==> src/rtl/fbba_pkg.sv <==
package fbba_pkg;

  localparam int NUM_BLOCKS    = 1024;
  localparam int MAP_WORD_BITS = 32;
  localparam int MAP_WORDS     = (NUM_BLOCKS + MAP_WORD_BITS - 1) / MAP_WORD_BITS;
  localparam int WORD_IDX_W    = $clog2(MAP_WORDS);
  localparam int BIT_IDX_W     = $clog2(MAP_WORD_BITS);
  localparam int BLK_W         = 10;
  localparam int BLK_CNT_W     = BLK_W + 1;

  localparam logic [WORD_IDX_W-1:0] LAST_WORD = WORD_IDX_W'(MAP_WORDS - 1);
  localparam logic [BLK_W-1:0]      RESERVED_RESET = BLK_W'(3);

  // command codes
  localparam logic [1:0] CMD_ALLOC = 2'd0;
  localparam logic [1:0] CMD_FREE  = 2'd1;
  localparam logic [1:0] CMD_QUERY = 2'd2;

  // status codes
  localparam logic [1:0] ST_OK    = 2'd0;
  localparam logic [1:0] ST_FULL  = 2'd1;
  localparam logic [1:0] ST_RANGE = 2'd2;

  typedef logic [MAP_WORD_BITS-1:0] map_word_t;

  typedef struct packed {
    logic [1:0]       cmd;
    logic [BLK_W-1:0] block_index;
  } in_item_t;

  typedef struct packed {
    logic [1:0]       status;
    logic [BLK_W-1:0] block_number;
    logic             is_free;
  } out_item_t;

  typedef struct packed {
    logic                  rd_en;
    logic [WORD_IDX_W-1:0] rd_addr;
    logic                  wr_en;
    logic [WORD_IDX_W-1:0] wr_addr;
    map_word_t             wr_data;
  } map_req_t;

  // index of the lowest set bit, via isolation of that bit
  function automatic logic [BIT_IDX_W-1:0] lowest_set(input map_word_t w);
    map_word_t             iso;
    logic [BIT_IDX_W-1:0]  idx;
    iso = w & (~w + map_word_t'(1));
    idx = '0;
    for (int i = 0; i < MAP_WORD_BITS; i++) begin
      if (iso[i]) idx = idx | BIT_IDX_W'(i);
    end
    return idx;
  endfunction

  function automatic map_word_t bit_mask(input logic [BIT_IDX_W-1:0] b);
    return map_word_t'(1) << b;
  endfunction

endpackage

==> src/rtl/fbba_map_ram.sv <==
module fbba_map_ram
  import fbba_pkg::*;
(
  input  logic      clk,
  input  logic      rst_n,
  input  map_req_t  req,
  output map_word_t rd_data
);

  map_word_t                mem [MAP_WORDS];
  logic [MAP_WORDS-1:0]     vld_r;
  map_word_t                mem_q_r;
  logic                     vld_q_r;

  // an unwritten word reads as all free
  always_ff @(posedge clk) begin
    if (!rst_n) begin
      vld_r <= '0;
    end else if (req.wr_en) begin
      vld_r[req.wr_addr] <= 1'b1;
    end
  end

  always_ff @(posedge clk) begin
    if (req.wr_en) begin
      mem[req.wr_addr] <= req.wr_data;
    end
    if (req.rd_en) begin
      mem_q_r <= mem[req.rd_addr];
      vld_q_r <= vld_r[req.rd_addr];
    end
  end

  assign rd_data = vld_q_r ? mem_q_r : '1;

endmodule

==> src/rtl/fbba_ctrl.sv <==
module fbba_ctrl
  import fbba_pkg::*;
(
  input  logic             clk,
  input  logic             rst_n,
  input  logic             start,
  output logic             busy,
  input  in_item_t         in_item,
  input  logic [BLK_W-1:0] reserved,
  output map_req_t         req,
  input  map_word_t        rd_data,
  output logic             out_strobe,
  output out_item_t        out_item
);

  typedef enum logic [2:0] {
    S_IDLE = 3'b001,
    S_SCAN = 3'b010,
    S_CHK  = 3'b100
  } state_t;

  state_t                state_r, state_nxt;
  logic [1:0]            cmd_r, cmd_nxt;
  logic [BLK_W-1:0]      idx_r, idx_nxt;
  logic [WORD_IDX_W-1:0] ptr_r, ptr_nxt;
  logic [WORD_IDX_W-1:0] first_word_r, first_word_nxt;
  logic [BIT_IDX_W-1:0]  first_bit_r, first_bit_nxt;
  logic                  pend_r, pend_nxt;
  logic [WORD_IDX_W-1:0] pend_addr_r, pend_addr_nxt;
  logic                  out_strobe_r, out_strobe_nxt;
  out_item_t             out_item_r, out_item_nxt;

  logic                  accept;
  logic [BLK_CNT_W-1:0]  start_blk;
  logic [BLK_CNT_W-1:0]  in_idx_ext;
  logic                  free_ok, query_ok;
  map_word_t             scan_word;
  logic [BIT_IDX_W-1:0]  hit_bit;
  logic [BIT_IDX_W-1:0]  idx_bit;
  logic [WORD_IDX_W-1:0] idx_word;

  assign busy       = (state_r != S_IDLE);
  assign accept     = start && !busy;
  assign start_blk  = BLK_CNT_W'(reserved) + BLK_CNT_W'(1);
  assign in_idx_ext = BLK_CNT_W'(in_item.block_index);
  assign free_ok    = (in_item.block_index > reserved) &&
                      (in_idx_ext < BLK_CNT_W'(NUM_BLOCKS));
  assign query_ok   = (in_item.block_index != '0) &&
                      (in_idx_ext < BLK_CNT_W'(NUM_BLOCKS));

  assign idx_bit  = idx_r[BIT_IDX_W-1:0];
  assign idx_word = idx_r[BIT_IDX_W +: WORD_IDX_W];

  // candidates in the word back from memory, below the start bit masked off
  assign scan_word = (pend_addr_r == first_word_r) ?
                     (rd_data & ('1 << first_bit_r)) : rd_data;
  assign hit_bit   = lowest_set(scan_word);

  always_comb begin
    state_nxt      = state_r;
    cmd_nxt        = cmd_r;
    idx_nxt        = idx_r;
    ptr_nxt        = ptr_r;
    first_word_nxt = first_word_r;
    first_bit_nxt  = first_bit_r;
    pend_nxt       = 1'b0;
    pend_addr_nxt  = pend_addr_r;
    out_strobe_nxt = 1'b0;
    out_item_nxt   = '0;
    req            = '0;

    case (state_r)
      S_IDLE: begin
        if (accept) begin
          cmd_nxt = in_item.cmd;
          idx_nxt = in_item.block_index;
          case (in_item.cmd)
            CMD_ALLOC: begin
              if (start_blk >= BLK_CNT_W'(NUM_BLOCKS)) begin
                out_strobe_nxt      = 1'b1;
                out_item_nxt.status = ST_FULL;
              end else begin
                ptr_nxt        = start_blk[BIT_IDX_W +: WORD_IDX_W];
                first_word_nxt = start_blk[BIT_IDX_W +: WORD_IDX_W];
                first_bit_nxt  = start_blk[BIT_IDX_W-1:0];
                state_nxt      = S_SCAN;
              end
            end
            CMD_FREE, CMD_QUERY: begin
              if ((in_item.cmd == CMD_FREE) ? free_ok : query_ok) begin
                req.rd_en   = 1'b1;
                req.rd_addr = in_item.block_index[BIT_IDX_W +: WORD_IDX_W];
                state_nxt   = S_CHK;
              end else begin
                out_strobe_nxt      = 1'b1;
                out_item_nxt.status = ST_RANGE;
              end
            end
            default: begin
              out_strobe_nxt      = 1'b1;
              out_item_nxt.status = ST_RANGE;
            end
          endcase
        end
      end

      S_SCAN: begin
        // one word issued per cycle, the previous one evaluated;
        // the last word is read only once
        req.rd_en     = !(pend_r && (pend_addr_r == LAST_WORD));
        req.rd_addr   = ptr_r;
        pend_nxt      = 1'b1;
        pend_addr_nxt = ptr_r;
        if (ptr_r != LAST_WORD) ptr_nxt = ptr_r + WORD_IDX_W'(1);
        if (pend_r) begin
          if (scan_word != '0) begin
            req.wr_en                 = 1'b1;
            req.wr_addr               = pend_addr_r;
            req.wr_data               = rd_data & ~bit_mask(hit_bit);
            out_strobe_nxt            = 1'b1;
            out_item_nxt.status       = ST_OK;
            out_item_nxt.block_number = BLK_W'({pend_addr_r, hit_bit});
            pend_nxt                  = 1'b0;
            state_nxt                 = S_IDLE;
          end else if (pend_addr_r == LAST_WORD) begin
            out_strobe_nxt      = 1'b1;
            out_item_nxt.status = ST_FULL;
            pend_nxt            = 1'b0;
            state_nxt           = S_IDLE;
          end
        end
      end

      S_CHK: begin
        out_strobe_nxt      = 1'b1;
        out_item_nxt.status = ST_OK;
        if (cmd_r == CMD_FREE) begin
          req.wr_en   = 1'b1;
          req.wr_addr = idx_word;
          req.wr_data = rd_data | bit_mask(idx_bit);
        end else begin
          out_item_nxt.is_free = (idx_r > reserved) && rd_data[idx_bit];
        end
        state_nxt = S_IDLE;
      end

      default: begin
        state_nxt = S_IDLE;
      end
    endcase
  end

  always_ff @(posedge clk) begin
    if (!rst_n) begin
      state_r      <= S_IDLE;
      pend_r       <= 1'b0;
      out_strobe_r <= 1'b0;
    end else begin
      state_r      <= state_nxt;
      pend_r       <= pend_nxt;
      out_strobe_r <= out_strobe_nxt;
    end
  end

  always_ff @(posedge clk) begin
    cmd_r        <= cmd_nxt;
    idx_r        <= idx_nxt;
    ptr_r        <= ptr_nxt;
    first_word_r <= first_word_nxt;
    first_bit_r  <= first_bit_nxt;
    pend_addr_r  <= pend_addr_nxt;
    out_item_r   <= out_item_nxt;
  end

  assign out_strobe = out_strobe_r;
  assign out_item   = out_item_r;

`ifndef ASSERT_OFF
  a_wr_ends_cmd: assert property (@(posedge clk) disable iff (!rst_n)
    req.wr_en |=> (state_r == S_IDLE) && out_strobe_r)
    else $error("map write not followed by a result");

  a_no_rw_clash: assert property (@(posedge clk) disable iff (!rst_n)
    (req.wr_en && req.rd_en) |-> (req.wr_addr != req.rd_addr))
    else $error("read and write of the same map word in one cycle");

  a_chk_from_accept: assert property (@(posedge clk) disable iff (!rst_n)
    (state_r == S_CHK) |-> $past(accept))
    else $error("check state reached without an accepted command");

  a_strobe_cause: assert property (@(posedge clk) disable iff (!rst_n)
    out_strobe_r |-> $past(accept || state_r != S_IDLE))
    else $error("result strobe without a command");
`endif

endmodule

==> src/rtl/free_block_bitmap_allocator.sv <==
// first-fit free-block bitmap allocator
// - command channel: present in_item (cmd, block_index) and raise start; the
//   transaction is taken at a clock edge with start high and busy low
// - result channel: out_strobe is high for exactly one cycle with out_item
//   (status, block_number, is_free); the receiver cannot stall it, so it must
//   take every result in that cycle
// - config: cfg_we with cfg_wdata writes reserved_blocks; the user must do
//   so only while idle, and the block itself leaves this unenforced
// - free and query read the map word and answer from the check state; range
//   errors, the unused code and an empty allocation range answer from idle
// - allocate scans the map word by word through the one read port of the map
//   memory, one word a cycle with a registered read, from the word holding
//   reserved_blocks+1 up to the last word
// - a new command is accepted in the cycle its predecessor's result shows
// - reset: reserved_blocks returns to 3 and every block reads as free, using
//   a valid bit per map word, so no clearing pass is needed
module free_block_bitmap_allocator
  import fbba_pkg::*;
(
  input  logic             clk,
  input  logic             rst_n,
  input  logic             start,
  output logic             busy,
  input  in_item_t         in_item,
  output logic             out_strobe,
  output out_item_t        out_item,
  input  logic             cfg_we,
  input  logic [BLK_W-1:0] cfg_wdata
);

  // reserved region bound; user writes only between transactions, unenforced
  logic [BLK_W-1:0] reserved_r;
  map_req_t         map_req;
  map_word_t        map_rd_data;

  always_ff @(posedge clk) begin
    if (!rst_n) begin
      reserved_r <= RESERVED_RESET;
    end else if (cfg_we) begin
      reserved_r <= cfg_wdata;
    end
  end

  // sequencer: bounds checks, word scan and read-modify-write
  fbba_ctrl u_ctrl (
    .clk        (clk),
    .rst_n      (rst_n),
    .start      (start),
    .busy       (busy),
    .in_item    (in_item),
    .reserved   (reserved_r),
    .req        (map_req),
    .rd_data    (map_rd_data),
    .out_strobe (out_strobe),
    .out_item   (out_item)
  );

  // bitmap storage, one word per entry
  fbba_map_ram u_map (
    .clk     (clk),
    .rst_n   (rst_n),
    .req     (map_req),
    .rd_data (map_rd_data)
  );

endmodule

==> config.mk <==
export PLATFORM = sky130hd
export DESIGN_NAME = free_block_bitmap_allocator
export DESIGN_NICKNAME = d
export VERILOG_FILES = /design/src/rtl/fbba_pkg.sv /design/src/rtl/fbba_map_ram.sv /design/src/rtl/fbba_ctrl.sv /design/src/rtl/free_block_bitmap_allocator.sv
export SDC_FILE = /design/constraint.sdc
export NUM_CORES = 1
export LEC_CHECK = 0
export BUFFER_PORTS_ARGS = -buffer_cell sky130_fd_sc_hd__buf_2
export CELL_PAD_IN_SITES_DETAIL_PLACEMENT = 1
export CELL_PAD_IN_SITES_GLOBAL_PLACEMENT = 2
export CORE_MARGIN = 2
export CORE_UTILIZATION = 48
export DETAILED_ROUTE_END_ITERATION = 10
export HOLD_SLACK_MARGIN = 0.05
export PLACE_DENSITY = 0.9
export SETUP_SLACK_MARGIN = 0.02
export SYNTH_ARGS = -nofsm -noshare
export SYNTH_HDL_FRONTEND = slang
export SYNTH_SLANG_ARGS = --single-unit
==> constraint.sdc <==
create_clock -name clk -period 9.6 [get_ports clk]
set_input_delay 0.96 -clock clk [delete_from_list [all_inputs] [get_ports clk]]
set_output_delay 0.96 -clock clk [all_outputs]
set_load 0.05 [all_outputs]
Yosys cells after proc, flatten, opt, wreduce, memory -nomap -nowiden:

Memories as Yosys holds them, arrays and structs flattened. A register that Yosys moved wholly into a read port is not among the register bits.
Cells that the tools add are included.

* add/sub/neg operators: 3
* magnitude comparators: 8
* equality and inequality tests: 21
* shift operators: 3
* muxes and demuxes: 172
* bitwise logic cells: 7
* reductions and logical operators: 18

Operators by type and width (count)
* 38-bit 2-to-1 mux: 7
* 5-bit 2-to-1 mux: 36
* 32-bit 2-to-1 mux: 4
* 32-bit AND: 3
* 38-bit case mux with 2 select lines: 1
* 3-bit 2-to-1 mux: 25
* 10-bit 2-to-1 mux: 7
* 32-bit inverter: 2
* 32-bit bitwise OR: 2
* 1-bit by 5-bit << shifter with 32-bit output, first input constant: 2
* 6-bit 2-to-1 mux: 9
* 2-bit 2-to-1 mux: 21
* 1-bit 2-to-1 mux: 41
* 32-bit by 1-bit adder with 32-bit output, second input constant: 1
* 4-bit 2-to-1 mux: 8
* 32-bit nonzero test: 1
* 32-bit by 5-bit << shifter with 32-bit output, first input constant: 1
* 12-bit 2-to-1 mux: 2
* 10-bit > comparator: 2
* 5-bit by 6-bit < comparator with 1-bit output, second input constant: 3
* 3-bit case mux with 2 select lines: 2
* 6-bit case mux with 2 select lines: 1
* 10-bit by 1-bit adder with 11-bit output, second input constant: 1
* 11-bit greater-or-equal comparator, second input constant: 1
* 32 further kinds: 49

* bits in registers: 93
* RAM bits: 1024
* input bits: 26
* word-level logic and storage cells: 248
* memories: 1

Memories
* u_map.mem: words 32, width 32, rd ports 1, clocked after memory_dff 1, write ports 1, line fbba_map_ram.sv:10 `map_word_t mem [MAP_WORDS];`

Logic depth before layout (Yosys ltp):

* depth in word-level cells: 53
* depth in mapped cells: 16
* mapped depth without buffers: 12

Modules after synthesis:

From an unflattened synthesis, not the netlist that was laid out.

* cell total of the unflattened synthesis: 2988
* area, all modules: 47276.6 sq um

Modules (own cells, without submodules)
* fbba_map_ram: instances 1, cells an instance 2402, area each 42285.6 sq um, seq. area each 32381.1 sq um
* fbba_ctrl: instances 1, cells an instance 555, area each 4621.9 sq um, seq. area each 1321.3 sq um
* free_block_bitmap_allocator: instances 1, cells an instance 31, area each 369.1 sq um, seq. area each 200.2 sq um

Worst setup path before layout:

OpenSTA, ideal clock, no wires.

* path type: flip-flop to flip-flop
* start point: register u_ctrl.pend_addr_r[3]
* end point: memory u_map.mem[0][10] (netlist name) (data pin)
* library setup time: 0.468 ns
* data arrival time: 4.481 ns
* required time: 9.132 ns
* setup slack: 4.651 ns
* cell stages (with the launch flop): 14
* period minus slack after synthesis: 4.949 ns
* cells stage by stage: edfxtp_1 -> clkbuf_1 -> xnor2_2 -> nand4_1 -> buf_2 -> o21ai_0 -> nand4_1 -> or4b_1 -> buf_2 -> nor2_1 -> a41o_1 -> nand4b_1 -> a311oi_1 -> o31ai_1

RTL lines
* from (decl): line fbba_ctrl.sv:29 `logic [WORD_IDX_W-1:0] pend_addr_r, pend_addr_nxt;`
* from (signal assigned): line fbba_ctrl.sv:171 `pend_addr_r <= pend_addr_nxt;`
* to (decl): line fbba_map_ram.sv:10

Final worst setup path:

* start point: register u_ctrl.pend_addr_r[2]
* end point: memory u_map.mem[19][4] (netlist name) (enable)

* word-level cells in the longest chain between the ends: 11

RTL lines
* 5-bit equality test: line fbba_ctrl.sv:55 `assign scan_word = (pend_addr_r == first_word_r) ?`
* 32-bit 2-to-1 mux: line fbba_ctrl.sv:55
* 32-bit nonzero test: line fbba_ctrl.sv:116 `if (scan_word != '0) begin`
* 38-bit 2-to-1 mux (*): line fbba_ctrl.sv:116
* 38-bit 2-to-1 mux (*): line fbba_ctrl.sv:115 `if (pend_r) begin`
* 38-bit 2-to-1 mux (*): line fbba_ctrl.sv:72 `case (state_r)`
* 38-bit 2-to-1 mux (*): line fbba_ctrl.sv:115
* 38-bit 2-to-1 mux (*): line fbba_ctrl.sv:72
* 38-bit case mux with 2 select lines (*): line fbba_ctrl.sv:72
* 1-bit 2-to-1 mux: line fbba_map_ram.sv:25 `if (req.wr_en) begin`
* 1-bit 2-to-1 mux (not written as such): line fbba_map_ram.sv:26 `mem[req.wr_addr] <= req.wr_data;`

Every way passes the cells marked *; elsewhere a longest branch is shown, timed or not. The select of a mux whose other input is x is not followed.

==> impl_metrics.prom <==
# TYPE chip_impl_metric gauge
chip_impl_info{name="status",value="complete, no violations"} 1
chip_impl_metric{name="die_width",unit="um"} 318
chip_impl_metric{name="yosysUniqueCellTypes",unit=""} 73
chip_impl_info{name="cpMaxStageDelayCell",value="sky130_fd_sc_hd__nor2_4"} 1
chip_impl_metric{name="grt_antenna_before_repair",unit=""} 4
chip_impl_metric{name="path_max_fanout",unit=""} 24
chip_impl_metric{name="yosys_warnings",unit=""} 0
chip_impl_metric{name="fin_setup_tns",unit="ns"} 0
chip_impl_metric{name="dpl_worst_slack",unit="ns"} 3.72
chip_impl_metric{name="place.detailed.hpwl",unit="um"} 92000
chip_impl_metric{name="synth_edf_count",unit=""} 1089
chip_impl_metric{name="post_synth_instance_area",unit="sq um"} 47400
chip_impl_info{name="min-delay-path-class",value="in -> reg"} 1
chip_impl_metric{name="synth-seq-cells",unit=""} 1149
chip_impl_info{name="netlist_top_cells_count",value="sky130_fd_sc_hd__edfxtp_1, sky130_fd_sc_hd__nand2_1, sky130_fd_sc_hd__a21oi_1, sky130_fd_sc_hd__nor2_1, sky130_fd_sc_hd__clkbuf_1"} 1
chip_impl_metric{name="synth-adder-area-share",unit="%"} 0.686
chip_impl_metric{name="drtIter0Drc",unit=""} 4002
chip_impl_metric{name="die_h",unit="um"} 318
chip_impl_metric{name="tightestPinTransition",unit="ns"} 1.29
chip_impl_metric{name="num_vias",unit=""} 32861
chip_impl_metric{name="layout_worst_path_cycle_share",unit="%"} 63.0
chip_impl_metric{name="layout_min_cycle_time",unit="ns"} 6.05
chip_impl_metric{name="global_route_wire_length_before_repair",unit="um"} 227000
chip_impl_metric{name="grt_usage",unit="%"} 30.2
chip_impl_metric{name="drive_gt1_share",unit="%"} 10.3
chip_impl_metric{name="fp-row-count",unit=""} 115
chip_impl_metric{name="reg2reg_slack",unit="ns"} 3.55
chip_impl_metric{name="postRouteWirelength",unit="um"} 154000
chip_impl_metric{name="postSynthCellCount",unit=""} 3708
chip_impl_info{name="setup.worst_path.end_class",value="register"} 1
chip_impl_metric{name="via_count_of_the_first_global_routing_pass",unit=""} 34343
chip_impl_metric{name="post_route_worst_hold_slack",unit="ns"} 0.442
chip_impl_metric{name="synth_seq_area_share",unit="%"} 71.5
chip_impl_metric{name="synth_compound_area_share",unit="%"} 11.2
chip_impl_info{name="yosys_most_used_dff",value="sky130_fd_sc_hd__edfxtp_1"} 1
chip_impl_metric{name="ff_latch_area",unit="sq um"} 33900
chip_impl_info{name="combinational_family_with_the_most_area_after_synthesis",value="simple AND/OR/NAND/NOR gates"} 1
chip_impl_metric{name="firstDrtPassIters",unit=""} 6
chip_impl_info{name="hp-start",value="in_item[2]"} 1
chip_impl_metric{name="finalNetCount",unit=""} 3786
chip_impl_metric{name="static-leakage-power",unit="nW"} 15.9
chip_impl_metric{name="cts_setup_buffers",unit=""} 0
chip_impl_metric{name="hold_path_depth",unit=""} 1
chip_impl_metric{name="synth_largest_type_area_fraction",unit="%"} 69.0
chip_impl_info{name="post-synth-top-count-cell",value="sky130_fd_sc_hd__edfxtp_1"} 1
chip_impl_info{name="worstPathCellList",value="xnor2_1 > nand4_1 > buf_4 > o31ai_1 > nand3b_1 > or4b_1 > nor4_4 > nor2_1 > nand3b_1 > nor2_4 > buf_4"} 1
chip_impl_metric{name="critical_path_cell_count",unit=""} 11
chip_impl_metric{name="synthesis.nets",unit=""} 3760
chip_impl_info{name="setup.worst_path.class",value="reg -> reg"} 1
chip_impl_metric{name="dpl_cell_area",unit="sq um"} 49800
chip_impl_info{name="tritoncts_clock_tree",value="yes"} 1
chip_impl_info{name="hold_end",value="u_ctrl.idx_r[2]"} 1
chip_impl_info{name="rr_endpoint",value="u_map.mem[19][4]"} 1
chip_impl_metric{name="grt_start_max_net_pins",unit=""} 147
chip_impl_info{name="critPathLaunchType",value="register"} 1
chip_impl_metric{name="wl_per_cell",unit="um"} 30.2
chip_impl_metric{name="finalSetupViolCount",unit=""} 0
chip_impl_info{name="critical-path-top-delay-family",value="simple AND/OR/NAND/NOR gates"} 1
chip_impl_metric{name="synthSimpleGateAreaFrac",unit="%"} 12.3
chip_impl_info{name="yosys.area.top_type",value="sky130_fd_sc_hd__edfxtp_1"} 1
chip_impl_metric{name="vias_per_cell",unit=""} 6.43
chip_impl_info{name="reg_to_reg_start",value="u_ctrl.pend_addr_r[2]"} 1
chip_impl_metric{name="postLayoutSetupSlackWorst",unit="ns"} 3.55
chip_impl_metric{name="critical_path_arrival",unit="ns"} 6.41
chip_impl_metric{name="max-cap-violations",unit=""} 0
chip_impl_metric{name="worst_path_buf_inv",unit=""} 2
chip_impl_metric{name="floorplan.initialDensity",unit="%"} 48.3
chip_impl_metric{name="post_drt_antenna_nets",unit=""} 0
chip_impl_metric{name="r2r_cells",unit=""} 11
chip_impl_info{name="synthTopCellsByArea",value="sky130_fd_sc_hd__edfxtp_1, sky130_fd_sc_hd__nand2_1, sky130_fd_sc_hd__a21oi_1"} 1
chip_impl_metric{name="worst_ir_drop_vdd",unit="V"} 0.000205
chip_impl_metric{name="tritoncts_num_sinks",unit=""} 1149
chip_impl_metric{name="post_cts_resized",unit=""} 0
chip_impl_metric{name="timing.clock.skew",unit="ns"} 0.0390
chip_impl_metric{name="grt_overflow_total",unit=""} 0
chip_impl_metric{name="detail_route.drc_violations",unit=""} 0
chip_impl_metric{name="max_slew_headroom",unit="%"} 14.0
chip_impl_metric{name="synth-async-reset-ratio",unit="%"} 0
chip_impl_metric{name="cts_inserted_buffers",unit=""} 113
chip_impl_metric{name="clk_latency",unit="ns"} 0.72
chip_impl_metric{name="full_die_area",unit="sq um"} 101000
chip_impl_metric{name="report.final.slew_viol_count",unit=""} 0
chip_impl_metric{name="clock.fmax",unit="MHz"} 165
chip_impl_info{name="clock-root-buffer",value="sky130_fd_sc_hd__clkbuf_16"} 1
chip_impl_metric{name="filler_cell_count",unit=""} 9734
chip_impl_metric{name="multi_input_area",unit="sq um"} 13100
chip_impl_metric{name="holdBufCountCts",unit=""} 0
chip_impl_metric{name="placeableCoreArea",unit="sq um"} 98100
chip_impl_metric{name="synth.mux.area_fraction",unit="%"} 1.89
chip_impl_metric{name="pin_count",unit=""} 41
chip_impl_metric{name="cp.required",unit="ns"} 9.96
chip_impl_info{name="setup.worst_path.start",value="u_ctrl.pend_addr_r[2]"} 1
chip_impl_metric{name="areaGrowthSynthToFinish",unit="%"} 12.5
chip_impl_metric{name="weighted_congestion_at_the_end_of_routability_driven_global_placement",unit=""} 0.897
chip_impl_metric{name="worst_setup_hold_path_clk_slew",unit="ns"} 0.06
chip_impl_metric{name="post_synth_xor_area_fraction",unit="%"} 0.311
chip_impl_metric{name="htree_levels",unit=""} 3
chip_impl_metric{name="power.density_cell_area",unit="nW/um^2"} 198
chip_impl_metric{name="syn-mean-instance-area",unit="sq um"} 12.8
chip_impl_metric{name="buffer_ports.inserted",unit=""} 40
chip_impl_metric{name="finish.instance_area",unit="sq um"} 53300
chip_impl_metric{name="max_stage_delay",unit="ns"} 0.91
chip_impl_metric{name="fin_hold_viols",unit=""} 0
chip_impl_metric{name="clockBufferDepth",unit=""} 3
chip_impl_info{name="rsz_0062_raised_after_global_routing",value="no"} 1
==> metal layers <==
layer  GRT usage [%]  share of wire, %  vias to the layer above
li1                -                 -                    13990
met1            39.7                39                    16918
met2            49.4                48                     1597
met3            4.92               8.1                      356
met4            13.7               4.7                        0
met5               0                 0                        -
==> sequential cells by signal, summed over array words and instances (netlist names) <==
register,count
u_ctrl.ptr_r,5
u_ctrl.idx_r,10
u_ctrl.out_strobe,1
u_map.vld_q_r,1
reserved_r,10
u_ctrl.pend_addr_r,5
u_ctrl.first_word_r,5
u_map.mem_q_r,32
u_map.vld_r,32
u_map.mem,1024
u_ctrl.state_r,3
u_ctrl.cmd_r,2
u_ctrl.pend_r,1
u_ctrl.first_bit_r,5
u_ctrl.out_item,13
==> worst max-delay path by stage <==
stage	end	slack, ns
after floorplan	u_map.mem[0][10]	4.65
after global placement	u_map.mem[19][13]	3.78
after detailed placement	u_map.mem[19][4]	3.72
after CTS	u_map.mem[19][4]	3.62
after global routing	u_map.mem[17][10]	3.23
final	u_map.mem[19][4]	3.55
==> cells by family after synthesis <==
| kind of cell | after synthesis |
|---|---|
| mux | 77 |
| fa+ha+maj | 26 |
| xor+xnor | 16 |
| compound gates | 839 |
| simple gates | 1341 |
| flops | 1149 |
| buf+inv | 260 |
==> layout by cell type (no fill, tap or decap), types with 43 or more instances in the layout <==
master | Yosys | routed
sky130_fd_sc_hd__a22oi_1 | 92 | 92
sky130_fd_sc_hd__dfxtp_1 | 60 | 60
sky130_fd_sc_hd__clkbuf_16 | 0 | 115
sky130_fd_sc_hd__o21a_1 | 46 | 43
sky130_fd_sc_hd__nor3_1 | 61 | 60
sky130_fd_sc_hd__nand3_1 | 138 | 137
sky130_fd_sc_hd__mux2i_1 | 67 | 67
sky130_fd_sc_hd__a32oi_1 | 57 | 57
sky130_fd_sc_hd__nor2_1 | 202 | 165
sky130_fd_sc_hd__a21oi_1 | 376 | 360
sky130_fd_sc_hd__edfxtp_1 | 1089 | 1089
sky130_fd_sc_hd__nand2_1 | 756 | 756
sky130_fd_sc_hd__buf_4 | 0 | 91
sky130_fd_sc_hd__a31oi_1 | 53 | 49
==> power breakdown <==
group          leakage (nW)  total, mW  internal [mW]  switching, mW
logic                  5.57      0.697          0.210          0.487
clock network          1.72       4.33           2.43           1.90
registers              8.63       5.51           5.46         0.0580
==> cell type report <==
cell class	instances	share of cell area, %
clock buffers	140	5.59
flip-flops and latches	1149	63.6
multi-input cells	2299	24.6
repair buffers	139	1.97
inverters	32	0.225
well taps	1287	3.02
clock inverters	64	1.06
diodes	2	0.00938
==> through the flow <==
| step | total power [mW] | instances | utilization (%) |
|---|---|---|---|
| 2_1_floorplan | 6.03 | 3708 | - |
| 5_1_grt | 10.8 | 5110 | 54.4 |
| 6_report | 10.5 | 5112 | 54.4 |
| 3_3_place_gp | 6.27 | 4905 | 50.7 |
| 3_5_place_dp | 6.30 | 4905 | 50.7 |
| 4_1_cts | 10.6 | 5109 | 54.3 |
No activity file was read; power rests on OpenSTA's default activity.
